--- src/rtl/u8d_pkg.sv ---
package u8d_pkg;

	localparam int CP_W = 31;

	localparam logic [CP_W-1:0] REPLACEMENT  = 31'h0000_FFFD;
	localparam logic [CP_W-1:0] BYTE_ORDER   = 31'h0000_FEFF;
	localparam logic [CP_W-1:0] SMALL_LIMIT  = 31'h0000_00A0;
	localparam logic [CP_W-1:0] SURR_FIRST   = 31'h0000_D800;
	localparam logic [CP_W-1:0] SURR_TRAIL   = 31'h0000_DC00;
	localparam logic [CP_W-1:0] SURR_LAST    = 31'h0000_DFFF;
	localparam logic [20:0]     SUPP_BASE    = 21'h1_0000;

	localparam logic [1:0] CONT_TAG = 2'b10;

	// one queue entry: a code point, optionally preceded by a replacement
	typedef struct packed {
		logic            pre_repl;
		logic [CP_W-1:0] cp;
	} rec_t;

	typedef struct packed {
		logic valid;
		rec_t rec;
	} push_t;

	typedef struct packed {
		logic valid;
		rec_t rec;
	} head_t;

	typedef struct packed {
		logic phase;
		logic pop;
	} back_stat_t;

endpackage

--- src/rtl/u8d_front.sv ---
module u8d_front (
	input  logic                clk,
	input  logic                arst_n,
	input  logic                s_tvalid,
	output logic                s_tready,
	input  logic [7:0]          s_tdata,  // text_byte
	input  logic                s_tuser,  // func
	input  logic                full,
	output u8d_pkg::push_t      push
);

	logic [2:0]                 pend_q;
	logic [u8d_pkg::CP_W-1:0]   part_q;
	logic                       held_v_q;
	logic [9:0]                 held_q;

	logic [2:0]                 pend_d;
	logic [u8d_pkg::CP_W-1:0]   part_d;
	logic                       held_v_d;
	logic [9:0]                 held_d;

	logic                       acc;
	logic                       pending;
	logic [u8d_pkg::CP_W-1:0]   acc_val;
	logic [u8d_pkg::CP_W-1:0]   fin_val;
	logic [20:0]                joined;

	assign s_tready = !full;
	assign acc      = s_tvalid && s_tready;
	assign pending  = (pend_q != 3'd0);
	assign acc_val  = {part_q[u8d_pkg::CP_W-7:0], s_tdata[5:0]};
	assign fin_val  = (acc_val < u8d_pkg::SMALL_LIMIT) ? u8d_pkg::REPLACEMENT : acc_val;
	assign joined   = u8d_pkg::SUPP_BASE + {1'b0, held_q, fin_val[9:0]};

	always_comb begin
		pend_d       = pend_q;
		part_d       = part_q;
		held_v_d     = held_v_q;
		held_d       = held_q;
		push.valid   = 1'b0;
		push.rec.pre_repl = 1'b0;
		push.rec.cp  = u8d_pkg::REPLACEMENT;
		if (s_tuser) begin
			// end of text: flush and return to reset state
			push.valid = pending;
			pend_d     = 3'd0;
			part_d     = '0;
			held_v_d   = 1'b0;
			held_d     = '0;
		end else if (!s_tdata[7]) begin
			push.valid        = 1'b1;
			push.rec.pre_repl = pending;
			push.rec.cp       = {{(u8d_pkg::CP_W-8){1'b0}}, s_tdata};
			pend_d            = 3'd0;
		end else if (pending && s_tdata[7:6] == u8d_pkg::CONT_TAG) begin
			part_d = acc_val;
			pend_d = pend_q - 3'd1;
			if (pend_q == 3'd1) begin
				if (fin_val == u8d_pkg::BYTE_ORDER) begin
					push.valid = 1'b0;
				end else if (fin_val >= u8d_pkg::SURR_FIRST
						&& fin_val <= u8d_pkg::SURR_LAST) begin
					if (fin_val < u8d_pkg::SURR_TRAIL) begin
						held_v_d = 1'b1;
						held_d   = fin_val[9:0];
					end else begin
						push.valid  = 1'b1;
						push.rec.cp = held_v_q ?
							{{(u8d_pkg::CP_W-21){1'b0}}, joined} : u8d_pkg::REPLACEMENT;
						held_v_d    = 1'b0;
						held_d      = '0;
					end
				end else begin
					push.valid  = 1'b1;
					push.rec.cp = fin_val;
				end
			end
		end else begin
			// lead byte, stray continuation or 0xFE/0xFF
			if (s_tdata[7:5] == 3'b110) begin
				pend_d = 3'd1;
				part_d = {{(u8d_pkg::CP_W-5){1'b0}}, s_tdata[4:0]};
				push.valid = pending;
			end else if (s_tdata[7:4] == 4'b1110) begin
				pend_d = 3'd2;
				part_d = {{(u8d_pkg::CP_W-4){1'b0}}, s_tdata[3:0]};
				push.valid = pending;
			end else if (s_tdata[7:3] == 5'b11110) begin
				pend_d = 3'd3;
				part_d = {{(u8d_pkg::CP_W-3){1'b0}}, s_tdata[2:0]};
				push.valid = pending;
			end else if (s_tdata[7:2] == 6'b111110) begin
				pend_d = 3'd4;
				part_d = {{(u8d_pkg::CP_W-2){1'b0}}, s_tdata[1:0]};
				push.valid = pending;
			end else if (s_tdata[7:1] == 7'b1111110) begin
				pend_d = 3'd5;
				part_d = {{(u8d_pkg::CP_W-1){1'b0}}, s_tdata[0]};
				push.valid = pending;
			end else begin
				pend_d            = 3'd0;
				push.valid        = 1'b1;
				push.rec.pre_repl = pending;
			end
		end
		if (!acc) begin
			push.valid = 1'b0;
		end
	end

	always_ff @(posedge clk or negedge arst_n) begin
		if (!arst_n) begin
			pend_q   <= 3'd0;
			part_q   <= '0;
			held_v_q <= 1'b0;
			held_q   <= '0;
		end else if (acc) begin
			pend_q   <= pend_d;
			part_q   <= part_d;
			held_v_q <= held_v_d;
			held_q   <= held_d;
		end
	end

endmodule

--- src/rtl/u8d_queue.sv ---
module u8d_queue #(
	parameter int DEPTH = 4  // 2 or more
) (
	input  logic                clk,
	input  logic                arst_n,
	input  u8d_pkg::push_t      push,
	input  logic                pop,
	output logic                full,
	output u8d_pkg::head_t      head
);

	localparam int PTR_W = $clog2(DEPTH);
	localparam int CNT_W = $clog2(DEPTH + 1);

	u8d_pkg::rec_t    mem_q [DEPTH];
	logic [PTR_W-1:0] wr_q;
	logic [PTR_W-1:0] rd_q;
	logic [CNT_W-1:0] cnt_q;

	function automatic logic [PTR_W-1:0] nxt(input logic [PTR_W-1:0] p);
		nxt = (p == PTR_W'(DEPTH - 1)) ? '0 : p + PTR_W'(1);
	endfunction

	assign full       = (cnt_q == CNT_W'(DEPTH));
	assign head.valid = (cnt_q != '0);
	assign head.rec   = mem_q[rd_q];

	always_ff @(posedge clk) begin
		if (push.valid) begin
			mem_q[wr_q] <= push.rec;
		end
	end

	always_ff @(posedge clk or negedge arst_n) begin
		if (!arst_n) begin
			wr_q  <= '0;
			rd_q  <= '0;
			cnt_q <= '0;
		end else begin
			if (push.valid) begin
				wr_q <= nxt(wr_q);
			end
			if (pop) begin
				rd_q <= nxt(rd_q);
			end
			if (push.valid && !pop) begin
				cnt_q <= cnt_q + CNT_W'(1);
			end else if (pop && !push.valid) begin
				cnt_q <= cnt_q - CNT_W'(1);
			end
		end
	end

endmodule

--- src/rtl/u8d_back.sv ---
module u8d_back (
	input  logic                      clk,
	input  logic                      arst_n,
	input  u8d_pkg::head_t            head,
	output u8d_pkg::back_stat_t       stat,
	output logic                      m_tvalid,
	input  logic                      m_tready,
	output logic [u8d_pkg::CP_W-1:0]  cp,
	output logic                      m_tlast
);

	logic                     vld_q;
	logic                     last_q;
	logic                     phase_q;
	logic [u8d_pkg::CP_W-1:0] cp_q;
	logic                     load;
	logic                     first_half;

	assign load       = head.valid && (!vld_q || m_tready);
	assign first_half = head.rec.pre_repl && !phase_q;

	assign stat.pop   = load && !first_half;
	assign stat.phase = phase_q;
	assign m_tvalid   = vld_q;
	assign m_tlast    = last_q;
	assign cp         = cp_q;

	always_ff @(posedge clk) begin
		if (load) begin
			cp_q <= first_half ? u8d_pkg::REPLACEMENT : head.rec.cp;
		end
	end

	always_ff @(posedge clk or negedge arst_n) begin
		if (!arst_n) begin
			vld_q   <= 1'b0;
			last_q  <= 1'b0;
			phase_q <= 1'b0;
		end else begin
			if (load) begin
				vld_q   <= 1'b1;
				last_q  <= !first_half;
				phase_q <= first_half;
			end else if (m_tready) begin
				vld_q <= 1'b0;
			end
		end
	end

endmodule

--- src/rtl/utf8_stream_decoder.sv ---
// channel  | dir | tdata                   | tuser     | tlast
// s_axis   | in  | [7:0] text_byte         | [0] func  | -
// m_axis   | out | [30:0] code_point, pad  | -         | last_of_run
//
// One request per cycle in while the queue has room; one result per cycle out
// while m_tready is high, from a registered output. A request yields zero, one
// or two results; the queue absorbs a two-result request holding the back end.
// s_tready drops only when the QUEUE_DEPTH-entry queue is full.
// Reset returns decoder state, queue and output register to empty.
module utf8_stream_decoder #(
	parameter int QUEUE_DEPTH = 4
) (
	input  logic        clk,
	input  logic        arst_n,
	input  logic        s_tvalid,
	output logic        s_tready,
	input  logic [7:0]  s_tdata,   // [7:0] text_byte
	input  logic        s_tuser,   // [0] func
	output logic        m_tvalid,
	input  logic        m_tready,
	output logic [31:0] m_tdata,   // [30:0] code_point, [31] zero
	output logic        m_tlast
);

	u8d_pkg::push_t           push;
	u8d_pkg::head_t           head;
	u8d_pkg::back_stat_t      bstat;
	logic                     full;
	logic [u8d_pkg::CP_W-1:0] cp;

	u8d_front u_front (
		.clk      (clk),
		.arst_n   (arst_n),
		.s_tvalid (s_tvalid),
		.s_tready (s_tready),
		.s_tdata  (s_tdata),
		.s_tuser  (s_tuser),
		.full     (full),
		.push     (push)
	);

	u8d_queue #(.DEPTH(QUEUE_DEPTH)) u_queue (
		.clk    (clk),
		.arst_n (arst_n),
		.push   (push),
		.pop    (bstat.pop),
		.full   (full),
		.head   (head)
	);

	u8d_back u_back (
		.clk      (clk),
		.arst_n   (arst_n),
		.head     (head),
		.stat     (bstat),
		.m_tvalid (m_tvalid),
		.m_tready (m_tready),
		.cp       (cp),
		.m_tlast  (m_tlast)
	);

	assign m_tdata = {1'b0, cp};

`ifndef ASSERT_OFF
	a_phase_out : assert property (@(posedge clk) disable iff (!arst_n)
		bstat.phase |-> (m_tvalid && !m_tlast))
		else $error("second-half flag without a first result shown");

	a_pop_head : assert property (@(posedge clk) disable iff (!arst_n)
		bstat.pop |-> head.valid)
		else $error("queue pop while empty");

	a_run_cont : assert property (@(posedge clk) disable iff (!arst_n)
		(m_tvalid && m_tready && !m_tlast) |=> m_tvalid)
		else $error("run broken after a non-last result");

	a_push_room : assert property (@(posedge clk) disable iff (!arst_n)
		push.valid |-> !full)
		else $error("queue push while full");
`endif

endmodule

--- config.mk ---
export PLATFORM = sky130hd
export DESIGN_NAME = utf8_stream_decoder
export DESIGN_NICKNAME = d
export VERILOG_FILES = /design/src/rtl/u8d_pkg.sv /design/src/rtl/u8d_front.sv /design/src/rtl/u8d_queue.sv /design/src/rtl/u8d_back.sv /design/src/rtl/utf8_stream_decoder.sv
export SDC_FILE = /design/constraint.sdc
export NUM_CORES = 1
export LEC_CHECK = 0
export ABC_AREA = 0
export BUFFER_PORTS_ARGS = -buffer_cell sky130_fd_sc_hd__buf_2
export CAP_MARGIN = 20
export CORE_MARGIN = 2
export CORE_UTILIZATION = 40
export DETAILED_ROUTE_END_ITERATION = 10
export HOLD_SLACK_MARGIN = 0.08
export PLACE_DENSITY = 0.54
export SLEW_MARGIN = 20
export SYNTH_ARGS = -nofsm -noshare
export SYNTH_HDL_FRONTEND = slang
export SYNTH_HIERARCHICAL = 1
export SYNTH_SLANG_ARGS = --single-unit
--- constraint.sdc ---
create_clock -name clk -period 3.75 [get_ports clk]
set_input_delay 0.5625 -clock clk [delete_from_list [all_inputs] [get_ports clk]]
set_output_delay 0.5625 -clock clk [all_outputs]
set_load 0.1 [all_outputs]
* After elaboration in Yosys (flattened, before gate mapping)
Memories as Yosys holds them, arrays and structs flattened. Index checks and enable logic that the tools add are counted.
Word-level totals: word-level logic and storage cells 125, bits in latches 0, output and inout bits 35, memory bits (writable) 128, input bits 13, memory bits (read-only) 0, memories kept 1, bits in registers 80
Operators by class: shifts and indexed selects 0, $lt $le $gt $ge 4, bitwise operators 0, reductions and logical operators 26, div/mod/pow operators 0, equality and inequality tests 12, multiply operators 0, mux-type cells 65, $add $sub $neg 6
Memories:
- u_queue.mem_q | words 4, bits a word 32, read ports 1, clocked after memory_dff 0, write ports 1, line u8d_queue.sv:15 | u8d_pkg::rec_t mem_q [DEPTH];
Operators with widths (number):
- $mux W25 | 8
- $mux W31 | 6
- $mux W10 | 7
- $mux W33 | 1
- $mux W32 | 1
- $eq A31 B16 Y1 const B | 1
- $ge A31 B16 Y1 const B | 1
- $le A31 B16 Y1 const B | 1
- $lt A31 B16 Y1 const B | 1
- $lt A31 B8 Y1 const B | 1
- $mux W3 | 10
- $mux W1 | 29
- $add A17 B20 Y21 const A | 1
- $mux W21 | 1
- $reduce_bool A2 Y1 | 6
- $logic_and A1 B1 Y1 | 8
- $eq A7 B7 Y1 const B | 1
- $reduce_bool A7 Y1 | 1
- $eq A2 B2 Y1 const B | 3
- $eq A3 B3 Y1 const B | 2
- $eq A6 B6 Y1 const B | 1
- $logic_not A1 Y1 | 6
- $reduce_and A6 Y1 | 1
- $reduce_bool A3 Y1 | 2
- other kinds (10) | 13

* Depth between registers and ports, before layout
depth after elaboration 16, mapped depth 13

* Hierarchy
Netlist, hierarchy kept.
Modules (own cells, without submodules):
- u8d_queue | cells an instance 205, sequential area each 4018.9 sq um, times used 1, area each 5083.6 sq um
- u8d_front | cells an instance 309, sequential area each 975.9 sq um, times used 1, area each 2706.3 sq um
- u8d_back | cells an instance 78, sequential area each 1006.0 sq um, times used 1, area each 1293.7 sq um
- utf8_stream_decoder | cells an instance 2, sequential area each 0.0 sq um, times used 1, area each 11.3 sq um

* Worst setup path after synthesis
OpenSTA, ideal clock, no wires.
kind register to register, from register u_front/part_q[7] (netlist name), to memory u_queue/mem_q[0][0] (netlist name) (enable), slack 0.574 ns, setup time 0.392 ns, cell stages (with the launch flop) 8, arrival time 2.784 ns, buffers on the path 1, path through dfrtp_1 > buf_6 > or4_4 > nor3_2 > nor4b_4 > a221o_1 > nand2_1 > and2_1
RTL lines:
- start, declared | line u8d_front.sv:13 | logic [u8d_pkg::CP_W-1:0] part_q;
- start signal, assigned | line u8d_front.sv:119 | part_q <= part_d;
- end, declared | line u8d_queue.sv:15

==> reports/results.ini <==
[global_routing]
overflow=0
grt_util_all_layers=0.165
grt_pass1_wl_microns=30400
grt_max_degree=49
antenna_found_initial=0
grt_pass1_vias=5335

[run_status]
status=complete, no violations

[placement]
postPlaceCellArea_sq_mm=0.00957
dpl.hpwl_microns=12500
place_inst=909
gp_congestion=0.848
port-buffer-count=46

[cts]
hold_buffers=0
cts_buffers=23
cts.sinks=208
clock_latency_ps=510
cts_setup_buffers=0
cts_resized=0
clk_pin_slew_ps=60
cts_tree=built
cts_root_buf=clkbuf_16
cts_buffer_depth=3
h-tree-depth=1

[power]
powerDensity_mw_per_mm2=797
ir_drop_v=0.000417
p_total_mw=8.23
leakage_nw=3.68

[routing]
drtIter0Drc=282
ant_nets=0
firstDrtPassIters=4
wl_microns=19400
wl_per_cell_microns=20.4
num_vias=5094
remaining_drc_errors=0
viasPerCell=5.36

[timing]
finalHoldViolations=0
slew_headroom=0.520
worstMarginPinSlew_ps=718
whs_ps=89.9
setup_viol=0
drv_slew=0
fin_crit_ps=3460
tns_ps=0
rsz0062_at_grt=no
finClkSkew_ps=14.9
fmax_mhz=289
period_share=0.922

[finish]
fin_cells=951
nFillCells=1998
layout.nets=673
postLayoutCellArea_sq_mm=0.0103
drive_gt1_frac=0.258
syn_to_final_growth_pct=13.6
n_antenna_cell=0

[synthesis]
syn_avg_cell_area_sq_um=15.3
synthesis.area_sq_mm=0.00909
synth_nets=617
netlist_instances=593
yosysWarnings=6

[floorplan]
die_h_microns=155
die-area_sq_mm=0.0239
start_util=0.404
die_x_microns=155
rows=55
core_area_sq_mm=0.0225
ios=48

[setup_path]
worstReg2RegEnd=u_queue/cnt_q[2]
crit_type=flip-flop to flip-flop
rrSetupSlack_ps=290
r2r-start=u_front/part_q[4]
required_ps=4180
crit_arrival_ps=3890
cp-end-kind=flip-flop
reg2reg_depth=11
start_kind=flip-flop
critical_path.max_fanout=9

[min_path]
hold_path.class=primary input to asynchronous set/reset pin

[job]
drv_cap=0

## stage by stage
step	util	setup WS (ps)
2_1_floorplan	-	574
3_3_place_gp	0.425	488
3_5_place_dp	0.425	332
4_1_cts	0.459	309
5_1_grt	0.459	127
6_report	0.459	292
## cells in the final DEF (no fill, tap or decap), types with 3 or more instances in the layout
| master | instances |
|---|---|
| a21oi_1 | 12 |
| and2_1 | 32 |
| buf_2 | 46 |
| buf_4 | 15 |
| clkbuf_16 | 23 |
| clkinv_1 | 4 |
| clkinv_2 | 4 |
| clkinvlp_4 | 3 |
| dfrtp_1 | 48 |
| edfxtp_1 | 159 |
| ha_1 | 10 |
| inv_1 | 14 |
| mux2_2 | 3 |
| mux4_1 | 4 |
| mux4_2 | 28 |
| nand2_1 | 62 |
| nand2b_1 | 16 |
| nand3_1 | 11 |
| nand4_1 | 4 |
| nor2_1 | 23 |
| nor2b_1 | 3 |
| nor3_1 | 4 |
| nor4_2 | 3 |
| o21a_1 | 6 |
| o21ai_0 | 32 |
| o221a_2 | 3 |
| o2bb2ai_2 | 10 |
| o31ai_1 | 3 |
| or2_2 | 6 |
| or2b_1 | 4 |
| or3_1 | 3 |
| xor2_1 | 3 |
## power breakdown
part	total [mW]	switching [mW]	internal, mW
Clock	2.22	0.913	1.31
Combinational	2.94	2.18	0.759
Sequential	3.06	0.117	2.95
## metal layers
metal	vias to the layer above	wire, microns	track usage
met5	-	0	0
met4	0	355	0.0472
met3	30	782	0.0258
met2	108	9320	0.272
met1	2594	8930	0.228
li1	2362	-	-
## critical path, cell delays in order, from the launching register on
cell,delay (ps)
dfrtp_1,470
or4_1,600
nor3_2,460
nor4b_4,140
a221o_1,370
nand2_1,200
ha_1,240
inv_1,70
fa_1,390
xor2_1,160
nor2_1,110
xor2_1,170
## flip-flops by register name, summed over array words and instances (netlist names), 2 cells and up
register and count:
u_front/part_q 25, u_queue/rd_q 2, u_queue/cnt_q 3, u_queue/wr_q 2, u_front/held_q 10, u_queue/mem_q 128, u_back/cp 31, u_front/pend_q 3
## area by class of cell
type	instances	area, sq um	share of cell area
Multi-Input combinational cell	338	2770	0.268
Sequential cell	208	6000	0.581
Clock buffer	25	603	0.0584
Tap cell	285	357	0.0345
Inverter	15	56.3	0.00545
Clock inverter	17	155	0.0150
Timing Repair Buffer	63	383	0.0371
## how the worst max path moves through the flow
stage | from | to | slack [ps] | depth (start not counted)
detailed placement | u_front/part_q[4] | u_queue/cnt_q[2] | 330 | 11
CTS | u_front/part_q[4] | u_queue/cnt_q[2] | 310 | 11
global placement | u_front/part_q[4] | u_queue/cnt_q[2] | 490 | 11
floorplan | u_front/part_q[7] | u_queue/mem_q[0][0] | 570 | 7
global route | u_front/part_q[4] | u_queue/cnt_q[2] | 130 | 11
finish | u_front/part_q[4] | u_queue/cnt_q[2] | 290 | 11
Power figures use the tool's default switching activity.
